## config.mk

```make
export PLATFORM = sky130hd
export DESIGN_NAME = breakpoint_range_table
export DESIGN_NICKNAME = d
export VERILOG_FILES = /design/src/design/brt_pkg.sv /design/src/design/brt_entry_mem.sv /design/src/design/brt_range_cmp.sv /design/src/design/breakpoint_range_table.sv
export SDC_FILE = /design/constraint.sdc
export NUM_CORES = 1
export LEC_CHECK = 0
export BUFFER_PORTS_ARGS = -buffer_cell sky130_fd_sc_hd__buf_2
export CAP_MARGIN = 20
export CELL_PAD_IN_SITES_DETAIL_PLACEMENT = 1
export CELL_PAD_IN_SITES_GLOBAL_PLACEMENT = 1
export CORE_MARGIN = 2
export CORE_UTILIZATION = 40
export DETAILED_ROUTE_END_ITERATION = 7
export GPL_TIMING_DRIVEN = 0
export PLACE_DENSITY = 0.75
export SYNTH_ARGS = -nofsm -noshare
export SYNTH_HDL_FRONTEND = slang
export SYNTH_HIERARCHICAL = 1
export SYNTH_SLANG_ARGS = --single-unit
```

## constraint.sdc

```tcl
create_clock -name clock -period 5 [get_ports clock]
set_input_delay 0.75 -clock clock [delete_from_list [all_inputs] [get_ports clock]]
set_output_delay 0.75 -clock clock [all_outputs]
set_load 0.05 [all_outputs]
```

## src/design/brt_pkg.sv

```systemverilog
`timescale 1ns / 1ps
// -----------------------------------------------------------------------------
// brt_pkg
// Shared types and constants of the breakpoint range table.
// -----------------------------------------------------------------------------
package brt_pkg;

   localparam int MAX_BREAKPOINTS = 16;
   localparam int ADDR_W = 20;
   localparam int END_W  = ADDR_W + 1;
   localparam int IDX_W  = (MAX_BREAKPOINTS > 1) ? $clog2(MAX_BREAKPOINTS) : 1;
   localparam int CNT_W  = $clog2(MAX_BREAKPOINTS + 1);

   localparam logic [1:0] OP_ADD   = 2'd0;
   localparam logic [1:0] OP_CLEAR = 2'd1;
   localparam logic [1:0] OP_CHECK = 2'd2;

   localparam logic [1:0] ST_OK   = 2'd0;
   localparam logic [1:0] ST_DUP  = 2'd1;
   localparam logic [1:0] ST_FULL = 2'd2;

   typedef struct packed {
      logic [1:0]        operation;
      logic [ADDR_W-1:0] address;
      logic [ADDR_W-1:0] range_start;
      logic [END_W-1:0]  range_end;
   } req_type;

   typedef struct packed {
      logic [1:0]        status;
      logic              hit;
      logic [ADDR_W-1:0] hit_address;
      logic [CNT_W-1:0]  entry_count;
   } rsp_type;

   typedef struct packed {
      logic              en;
      logic [IDX_W-1:0]  addr;
      logic [ADDR_W-1:0] data;
   } mem_wr_type;

endpackage

```

## src/design/brt_entry_mem.sv

```systemverilog
`timescale 1ns / 1ps
// -----------------------------------------------------------------------------
// brt_entry_mem
// Breakpoint entry store: one write port, one registered read port.
// -----------------------------------------------------------------------------
module brt_entry_mem (
   input  logic                       clock,
   input  brt_pkg::mem_wr_type        wr,
   input  logic                       rd_en,
   input  logic [brt_pkg::IDX_W-1:0]  rd_addr,
   output logic [brt_pkg::ADDR_W-1:0] rd_data
);
   import brt_pkg::*;

   logic [ADDR_W-1:0] entry_ff [MAX_BREAKPOINTS];
   logic [ADDR_W-1:0] rd_data_ff;

   always_ff @(posedge clock) begin
      if (wr.en) begin
         entry_ff[wr.addr] <= wr.data;
      end
      if (rd_en) begin
         rd_data_ff <= entry_ff[rd_addr];
      end
   end

   assign rd_data = rd_data_ff;

endmodule

```

## src/design/brt_range_cmp.sv

```systemverilog
`timescale 1ns / 1ps
// -----------------------------------------------------------------------------
// brt_range_cmp
// Shared compare unit: tests one address against a half-open range.
// -----------------------------------------------------------------------------
module brt_range_cmp (
   input  logic [brt_pkg::ADDR_W-1:0] value,
   input  logic [brt_pkg::ADDR_W-1:0] lo,
   input  logic [brt_pkg::END_W-1:0]  hi,
   output logic                       in_range
);
   import brt_pkg::*;

   assign in_range = (value >= lo) && ({1'b0, value} < hi);

endmodule

```

## src/design/breakpoint_range_table.sv

```systemverilog
`timescale 1ns / 1ps
// -----------------------------------------------------------------------------
// breakpoint_range_table
// Breakpoint address table with add, clear and range check operations.
// -----------------------------------------------------------------------------
// A word is taken when start is high and busy is low; each word yields exactly
// one result word, shown on rsp_data for a single cycle with rsp_valid high.
// The receiver cannot stall, so sample rsp_data whenever rsp_valid is set.
// Clear and unused operation codes answer in the cycle after acceptance. Add and
// check scan the stored entries in add order through one shared range
// comparator fed by a registered-read entry memory, one entry per cycle; the
// scan stops early when an entry falls inside the range, and busy stays high
// for the whole scan.
// -----------------------------------------------------------------------------
module breakpoint_range_table (
   input  logic             clock,
   input  logic             reset,
   input  logic             start,
   input  brt_pkg::req_type req_data,
   output logic             busy,
   output logic             rsp_valid,
   output brt_pkg::rsp_type rsp_data
);
   import brt_pkg::*;

   typedef enum logic {
      S_IDLE,
      S_SCAN
   } state_type;

   // sequencer state and registered outputs
   state_type         state_ff,     state_in;
   logic [1:0]        op_ff,        op_in;
   logic [ADDR_W-1:0] addr_ff,      addr_in;
   logic [ADDR_W-1:0] lo_ff,        lo_in;
   logic [END_W-1:0]  hi_ff,        hi_in;
   logic [CNT_W-1:0]  count_ff,     count_in;
   logic [CNT_W-1:0]  rd_idx_ff,    rd_idx_in;
   logic              pend_ff,      pend_in;
   logic              rsp_valid_ff, rsp_valid_in;
   rsp_type           rsp_ff,       rsp_in;

   // datapath links
   mem_wr_type        mem_wr;
   logic              rd_en;
   logic [ADDR_W-1:0] rd_data;
   logic              in_range;
   logic              scan_done;
   logic              scan_hit;

   brt_entry_mem u_mem (
      .clock   (clock),
      .wr      (mem_wr),
      .rd_en   (rd_en),
      .rd_addr (rd_idx_ff[IDX_W-1:0]),
      .rd_data (rd_data)
   );

   brt_range_cmp u_cmp (
      .value    (rd_data),
      .lo       (lo_ff),
      .hi       (hi_ff),
      .in_range (in_range)
   );

   // issue a read while entries remain; compare the word read last cycle
   assign rd_en     = (state_ff == S_SCAN) && (rd_idx_ff < count_ff);
   assign scan_hit  = pend_ff && in_range;
   assign scan_done = scan_hit || (!pend_ff && !rd_en);

   always_comb begin
      state_in     = state_ff;
      op_in        = op_ff;
      addr_in      = addr_ff;
      lo_in        = lo_ff;
      hi_in        = hi_ff;
      count_in     = count_ff;
      rd_idx_in    = rd_idx_ff;
      pend_in      = pend_ff;
      rsp_valid_in = 1'b0;
      rsp_in       = rsp_ff;
      mem_wr.en    = 1'b0;
      mem_wr.addr  = count_ff[IDX_W-1:0];
      mem_wr.data  = addr_ff;

      case (state_ff)
         S_IDLE: begin
            if (start) begin
               op_in     = req_data.operation;
               addr_in   = req_data.address;
               rd_idx_in = '0;
               pend_in   = 1'b0;
               case (req_data.operation)
                  OP_ADD: begin
                     // an add is a check of the single-address range
                     lo_in    = req_data.address;
                     hi_in    = {1'b0, req_data.address} + END_W'(1);
                     state_in = S_SCAN;
                  end
                  OP_CHECK: begin
                     lo_in    = req_data.range_start;
                     hi_in    = req_data.range_end;
                     state_in = S_SCAN;
                  end
                  OP_CLEAR: begin
                     count_in     = '0;
                     rsp_valid_in = 1'b1;
                     rsp_in       = '{status: ST_OK, hit: 1'b0,
                                      hit_address: '0, entry_count: '0};
                  end
                  default: begin
                     // unused code: answer with nothing changed
                     rsp_valid_in = 1'b1;
                     rsp_in       = '{status: ST_OK, hit: 1'b0,
                                      hit_address: '0, entry_count: count_ff};
                  end
               endcase
            end
         end
         S_SCAN: begin
            if (rd_en) begin
               rd_idx_in = rd_idx_ff + CNT_W'(1);
            end
            pend_in = rd_en;
            if (scan_done) begin
               state_in     = S_IDLE;
               pend_in      = 1'b0;
               rsp_valid_in = 1'b1;
               if (op_ff == OP_ADD) begin
                  rsp_in.hit         = 1'b0;
                  rsp_in.hit_address = '0;
                  if (scan_hit) begin
                     rsp_in.status = ST_DUP;
                  end else if (count_ff >= CNT_W'(MAX_BREAKPOINTS)) begin
                     rsp_in.status = ST_FULL;
                  end else begin
                     // append at the tail to keep add order
                     rsp_in.status = ST_OK;
                     mem_wr.en     = 1'b1;
                     count_in      = count_ff + CNT_W'(1);
                  end
                  rsp_in.entry_count = count_in;
               end else begin
                  rsp_in.status      = ST_OK;
                  rsp_in.hit         = scan_hit;
                  rsp_in.hit_address = scan_hit ? rd_data : '0;
                  rsp_in.entry_count = count_ff;
               end
            end
         end
         default: begin
            state_in = S_IDLE;
         end
      endcase
   end

   always_ff @(posedge clock) begin
      if (reset) begin
         state_ff     <= S_IDLE;
         count_ff     <= '0;
         rd_idx_ff    <= '0;
         pend_ff      <= 1'b0;
         rsp_valid_ff <= 1'b0;
      end else begin
         state_ff     <= state_in;
         count_ff     <= count_in;
         rd_idx_ff    <= rd_idx_in;
         pend_ff      <= pend_in;
         rsp_valid_ff <= rsp_valid_in;
      end
      // payload: no reset needed
      op_ff   <= op_in;
      addr_ff <= addr_in;
      lo_ff   <= lo_in;
      hi_ff   <= hi_in;
      rsp_ff  <= rsp_in;
   end

   assign busy      = (state_ff != S_IDLE);
   assign rsp_valid = rsp_valid_ff;
   assign rsp_data  = rsp_ff;

endmodule

```

======== After elaboration in Yosys (flattened, before gate mapping) ========
Memory sizes are Yosys's and may differ from the RTL's. A register that Yosys moved wholly into a read port is not among the register bits.
Cells that the tools add are included.
storage, ports and cells
  RAM bits ................................ 320
  memories ................................ 1
  logic and storage cells ................. 84
  flip-flop bits (word level) ............. 104
cells by class
  equality and inequality tests ........... 8
  mux-type cells .......................... 38
  $lt $le $gt $ge ......................... 4
  $add $sub $neg .......................... 3
  bitwise gates (word level) .............. 1
  reductions and logical operators ........ 16
memory list
  name            words  width  rd ports  clocked after memory_dff  write ports  line                 text
  u_mem.entry_ff  16     20     1         1                         1            brt_entry_mem.sv:15  logic [ADDR_W-1:0] entry_ff [MAX_BREAKPOINTS];
operators by type and width
  operator                                               count
  one-hot mux 28 bit (2 select lines)                    2
  2-to-1 mux 28 bit                                      3
  one-hot mux 21 bit (2 select lines)                    1
  2-to-1 mux 5 bit                                       8
  one-hot mux 20 bit (2 select lines)                    1
  adder 20 x 1 -> 21 bit, second input constant          1
  < comparator 20 x 21 -> 1 bit                          1
  >= comparator 20 bit                                   1
  2-to-1 mux 20 bit                                      1
  one-hot mux 5 bit (2 select lines)                     2
  2-to-1 mux 1 bit                                       15
  adder 5 x 1 -> 5 bit, second input constant            2
  inequality test 2 x 1 -> 1 bit, second input constant  4
  one-hot mux 1 bit (2 select lines)                     3
  AND reduction 3 bit                                    2
  >= comparator 5 bit, second input constant             1
  < comparator 5 bit                                     1
  logical AND 1 bit                                      4
  zero test 2 bit                                        2
  2-to-1 mux 2 bit                                       2
  inequality test 2 bit, second input constant           2
  AND reduction 2 bit                                    2
  AND reduction 4 bit                                    1
  equality test 2 x 1 -> 1 bit, second input constant    1
  6 further kinds                                        7

======== Longest topological paths before layout ========
Gate-level depths: netlist (run 1).
  depth in word-level cells ............... 9
  depth in mapped cells ................... 12
  depth with buffers taken out ............ 12

======== Cells and area by module ========
The synthesis (run 1) kept the hierarchy.
modules (own cells, without submodules)
  module                  area an instance (µm²)  cells each  instances
  brt_entry_mem           12731.0                 533         1
  breakpoint_range_table  4576.9                  359         1
  brt_range_cmp           980.9                   138         1

======== Least setup slack after synthesis (run 1) ========
OpenSTA, ideal clock, no wires.
  path kind ............................... register to register
  start ................................... reg count_ff[1]
  end ..................................... mem u_mem.entry_ff[0][0], enable pin
  cell stages (with the launch flop) ...... 11
  data arrival time ....................... 4.040 ns
  path slack .............................. 0.538 ns
  buffers on the path ..................... 0
  cell sequence ........................... dfxtp_1 -> inv_1 -> ha_1 -> nand2_1 -> o21a_1 -> o21ai_2 -> inv_2 -> or4_1 -> inv_1 -> or3b_2 -> nor3_1
RTL lines
  element                 line                           text
  from (decl)             breakpoint_range_table.sv:37   logic [CNT_W-1:0] count_ff, count_in;
  from (signal assigned)  breakpoint_range_table.sv:166  count_ff <= count_in;
  to (decl)               brt_entry_mem.sv:15

==> results.ini, run 1 <==
[outcome]
status=completed

[critical_path]
startpoint_type=register
arrival_ps=4870
critPathKind=reg -> reg
required_ps=5250
cp_max_fo=24
setup.worst_path.end_class=register

[yosys]
synth-edff-count=431
yosys_warnings=6
synth.distinct_cells=56
ys_seq_elements=444
synth.avg_cell_area_um2=17.76
synthesis.area_mm2=0.01829
synthFlopType=edfxtp_1
synth_nets=1143
ys_seq_area_frac=0.7219
netlist_instances=1030
ys_async_sr_fraction=0

[global_route]
antenna_found_initial=0
grt_pass1_vias=10840
grt_max_degree=33
grt_pass1_wl_um=67480
grt_usage=0.1922
grt.overflow.total=0

[cts]
root_buffer=clkbuf_16
ctsHoldBuffers=0
cts_sinks=444
cts_tree=built
h-tree-depth=2
clk_latency_ps=570
numCtsBuffers=43
cts_resized=0
cts_buffer_depth=3
postCtsSetupRepairBufs=0
clk_pin_slew_ps=70

[placed_design]
dp_hpwl_um=31280
gp_congestion=0.8756
port-buffer-count=94

[timing]
rsz0062_at_grt=false
period_share=0.9237
fmax_mhz=216.5
period_needed_ps=4619
timing.hold.ws_ps=410.5
clock_skew_ps=35.47
tns_ps=0
drv_slew=0
tightestPinTransition_ps=958.3
setup_viol=0
hold_viol=0
maxSlewHeadroom=0.3588

[worst_hold_path]
hold_class=in -> reg

[route]
wl_per_cell_um=24.59
wl_um=44920
ant_nets=0
first_pass_iters=6
viasPerCell=5.488
drc=0
first_iter_violations=740
via_count=10030

[pwr]
power_density_mw_per_mm2=362.6
leakage_uw=0.007191
vdd_drop_max_uv=234.4
finalPower_uw=7736

[die]
io_pins=96
die_w_um=217.8
dieArea_mm2=0.04745
initial_core_util=0.4039
dieHeight_um=217.8
rows=78
core_mm2=0.04528

[final_layout]
drive_above_1_share=0.2478
layout.nets=1305
final_cell_mix=431 x edfxtp_1, 97 x buf_2, 70 x nand2_1, 64 x mux4_2, 52 x inv_1
final_util=0.4712
final_common_cell=edfxtp_1
area_growth_pct=16.66
insertedDiodeCount=0

[job]
timing.max_cap.violations=0

## sequential cells by signal, indices dropped and copies added (netlist names)
register        count
count_ff            5
op_ff               2
rd_idx_ff           5
rsp_data           28
addr_ff            20
u_mem/entry_ff    320
pend_ff             1
busy                1
rsp_valid           1
hi_ff              21
u_mem/rd_data      20
lo_ff              20
## path summary, 6_finish.rpt
kind	endpoint	start	slack (ps)	cells after the start
hold reg to reg	rd_idx_ff[4]	rd_idx_ff[4]	540	2
setup reg to reg	u_mem/entry_ff[2][7]	count_ff[1]	380	11
setup / recovery	u_mem/entry_ff[2][7]	count_ff[1]	380	11
hold / removal	op_ff[1]	req_data[62]	410	1
## metal layers
layer  global-route usage  wire length, µm  vias to the layer above
met3              0.02594             1936                       90
met1               0.2466            18450                     5216
li1                     -                -                     4406
met2               0.3338            23040                      315
met5                    0                0                        -
met4              0.07098             1494                        0
## report_power, final
part	switching, µW	total [µW]	internal, µW
clock	1400	3330	1930
sequential	51.5	4180	4130
combinational	151	228	76.5
total	1600	7740	6130
## logic make-up after synthesis
group	synth area share
compound gates	0.04447
flops	0.7219
xor+xnor	0.01006
simple gates	0.05411
fa+ha+maj	0.03215
mux	0.1146
buf+inv	0.02271
## cells in the mapped netlist (7+ instances only)
| master | count | area share |
|---|---|---|
| edfxtp_1 | 431 | 0.71 |
| nand2_1 | 70 | 0.014 |
| mux4_2 | 64 | 0.079 |
| inv_1 | 52 | 0.011 |
| ha_1 | 47 | 0.032 |
| a22oi_1 | 42 | 0.017 |
| nor2_1 | 39 | 0.0080 |
| o21ai_0 | 31 | 0.0085 |
| clkbuf_1 | 27 | 0.0055 |
| and2_1 | 24 | 0.0082 |
| mux2_2 | 19 | 0.012 |
| a21oi_1 | 18 | 0.0049 |
| mux4_1 | 16 | 0.023 |
| dfxtp_1 | 13 | 0.014 |
| nor3_1 | 12 | 0.0033 |
| nand3_1 | 11 | 0.0030 |
| xor2_1 | 11 | 0.0053 |
| xnor2_1 | 10 | 0.0048 |
| nand4_1 | 8 | 0.0027 |
| and3_1 | 7 | 0.0024 |
| nand2b_1 | 7 | 0.0024 |
## metrics by stage
stage          std cells  setup WS, ps  cell area (µm²)
3_3_place_gp        1724         -1431            19510
4_1_cts             1827         364.4            21340
5_1_grt             1827         128.7            21340
3_5_place_dp        1747         443.8            19900
6_report            1827         381.3            21340
2_1_floorplan       1030         538.2            18290
## worst max-delay path, stage by stage, from the launching register on
cell and delay (ps):
dfxtp_1 690, inv_1 180, ha_1 320, nand2_1 60
o21a_1 220, o21ai_2 280, inv_2 290, or4_1 600
inv_1 190, or3b_2 540, nor2_2 660, buf_8 250
## area by class of cell
class	count	area, µm²
multi-input combinational	492	4728
buffer	40	212.7
timing repair buffer	117	805.8
inverter	54	202.7
sequential	444	13200
fill	4351	23950
tap	600	750.7
clock inverter	29	305.3
clock buffer	51	1127
Power figures use the tool's default switching activity.
==> run 2: changes to the inputs <==
--- a/config.mk
+++ b/config.mk
@@ -5,7 +5,7 @@
 export SDC_FILE = /design/constraint.sdc
 export NUM_CORES = 1
 export LEC_CHECK = 0
-export BUFFER_PORTS_ARGS = -buffer_cell sky130_fd_sc_hd__buf_2
+export BUFFER_PORTS_ARGS = -buffer_cell sky130_fd_sc_hd__clkbuf_2
 export CAP_MARGIN = 20
 export CELL_PAD_IN_SITES_DETAIL_PLACEMENT = 1
 export CELL_PAD_IN_SITES_GLOBAL_PLACEMENT = 1
@@ -14,6 +14,7 @@
 export DETAILED_ROUTE_END_ITERATION = 7
 export GPL_TIMING_DRIVEN = 0
 export PLACE_DENSITY = 0.75
+export RECOVER_POWER = 25
 export SYNTH_ARGS = -nofsm -noshare
 export SYNTH_HDL_FRONTEND = slang
 export SYNTH_HIERARCHICAL = 1
==> run 2 against run 1 <==
  * Via count fell by 0.38%
  * Combinational power barely moved
  * Critical endpoint is now u_mem/entry_ff[0][10]
  * Largest power group unchanged
  * Critical path type unchanged
  * Routed wire length fell by 1.3%
  * Non-clock buffer count did not move
  * Register-to-register slack barely moved
  * Clock-buffer cell count rose by 9
  * First-iteration DRC count rose by 4.5%
  * Total power fell by 1.2%
  * Final area fell by 0.19%
==> results.ini, run 2 (synthesis results as in run 1) <==
[die]
core_mm2=0.04528
dieArea_mm2=0.04745
die_w_um=217.8
rows=78
dieHeight_um=217.8
initial_core_util=0.4039
io_pins=96

[critical_path]
setup.worst_path.end_class=register
arrival_ps=4850
startpoint_type=register
timing.rr.start=count_ff[1]
reg2reg_depth=12
cp_max_fo=24
required_ps=5240
reg2reg_to=u_mem/entry_ff[0][10]
crit_path_start=count_ff[1]
critPathKind=reg -> reg
rrSetupSlack_ps=390
crit_path_end=u_mem/entry_ff[0][10]

[job]
timing.max_cap.violations=0

[cts]
numCtsBuffers=44
cts_sinks=444
ctsHoldBuffers=0
root_buffer=clkbuf_16
cts_tree=built
clk_latency_ps=550
cts_resized=0
cts_buffer_depth=3
h-tree-depth=2
postCtsSetupRepairBufs=0
clk_pin_slew_ps=70

[route]
ant_nets=0
first_iter_violations=773
wl_um=44350
via_count=9989
drc=0
wl_per_cell_um=24.27
viasPerCell=5.467
first_pass_iters=5

[final_layout]
layout.nets=1306
fillers=4342
fin_area_mm2=0.02130
final_util=0.4703
fin_cells=1827
largest_register_ffs=320
final_cell_mix=431 x edfxtp_1, 72 x clkbuf_2, 70 x nand2_1, 64 x mux4_2, 59 x clkbuf_1
drive_above_1_share=0.2266
seq_area_mm2=0.01320
area_growth_pct=16.44
insertedDiodeCount=0
largest_register=u_mem/entry_ff
final_common_cell=edfxtp_1
multiInputGateArea_mm2=0.004728

[outcome]
status=completed

[global_route]
grt_usage=0.1914
grt_max_degree=33
grt.overflow.total=0
grt_pass1_vias=10760
grt_pass1_wl_um=67340
antenna_found_initial=0

[timing]
rsz0062_at_grt=false
fmax_mhz=217.0
timing.hold.ws_ps=452.5
hold_viol=0
setup_viol=0
period_needed_ps=4608
maxSlewHeadroom=0.3180
drv_slew=0
period_share=0.9217
tightestPinTransition_ps=1019
clock_skew_ps=25.17

[pwr]
combPwrFrac=0.029
p_int_uw=6092
finalPower_uw=7646
vdd_drop_max_uv=230.7
netSwitchingFraction=0.2032
p_sw_uw=1554
p_seq_frac=0.547
power_density_mw_per_mm2=359.0
p_clk_frac=0.424
leakage_uw=0.007134

[placed_design]
port-buffer-count=94
dp.cells=1747
dp_hpwl_um=31060
gp_congestion=0.8726
placed_area_mm2=0.01991

[worst_hold_path]
hold_class=in -> reg

## run 2: metrics by stage
step,TNS [ps],setup slack [ps]
6_report,0,391.6
5_1_grt,0,194.0
4_1_cts,0,387.9
3_5_place_dp,0,433.1
3_3_place_gp,-105240,-1354
2_1_floorplan,0,538.2
## run 2: final cells by class
cell class,instances,share of cell area
multi-input combinational,492,0.2220
sequential,444,0.6200
buffer,40,0.009988
inverter,54,0.009518
timing repair buffer,117,0.03672
clock inverter,20,0.006522
clock buffer,60,0.05999
tap,600,0.03525
## run 2: per-layer routing
layer / track usage / routed length, µm / share of wire
met2: 0.3311 / 22520 / 0.51
met1: 0.2460 / 18340 / 0.41
met3: 0.02803 / 2078 / 0.047
met4: 0.06916 / 1404 / 0.032
met5: 0 / 0 / 0
## run 2: power groups by stage
stage,registers (µW),clock network (µW),logic [µW]
6_report,4180,3240,225
3_3_place_gp,4250,0,213
2_1_floorplan,4270,0,90.9
4_1_cts,4180,3290,229
3_5_place_dp,4260,0,226
5_1_grt,4190,3430,245
## run 2: worst min-delay path by stage
| stage | slack, ps | depth (start not counted) | from | end |
|---|---|---|---|---|
| 4_1_cts | 400 | 1 | req_data[62] | op_ff[1] |
| 3_5_place_dp | 540 | 2 | rd_idx_ff[4] | rd_idx_ff[4] |
| 3_3_place_gp | 510 | 2 | rd_idx_ff[4] | rd_idx_ff[4] |
| 2_1_floorplan | 480 | 2 | rd_idx_ff[4] | rd_idx_ff[4] |
| 6_report | 450 | 1 | req_data[62] | op_ff[1] |
| 5_1_grt | 440 | 1 | req_data[62] | op_ff[1] |
## run 2: critical path, stage by stage (launching register included)
cell,delay (ps)
dfxtp_1,680
inv_1,170
ha_1,320
nand2_1,60
o21a_1,220
o21ai_2,270
inv_2,280
or4_1,600
inv_1,170
or3b_2,540
nor3_2,550
buf_8,240
buf_6,170
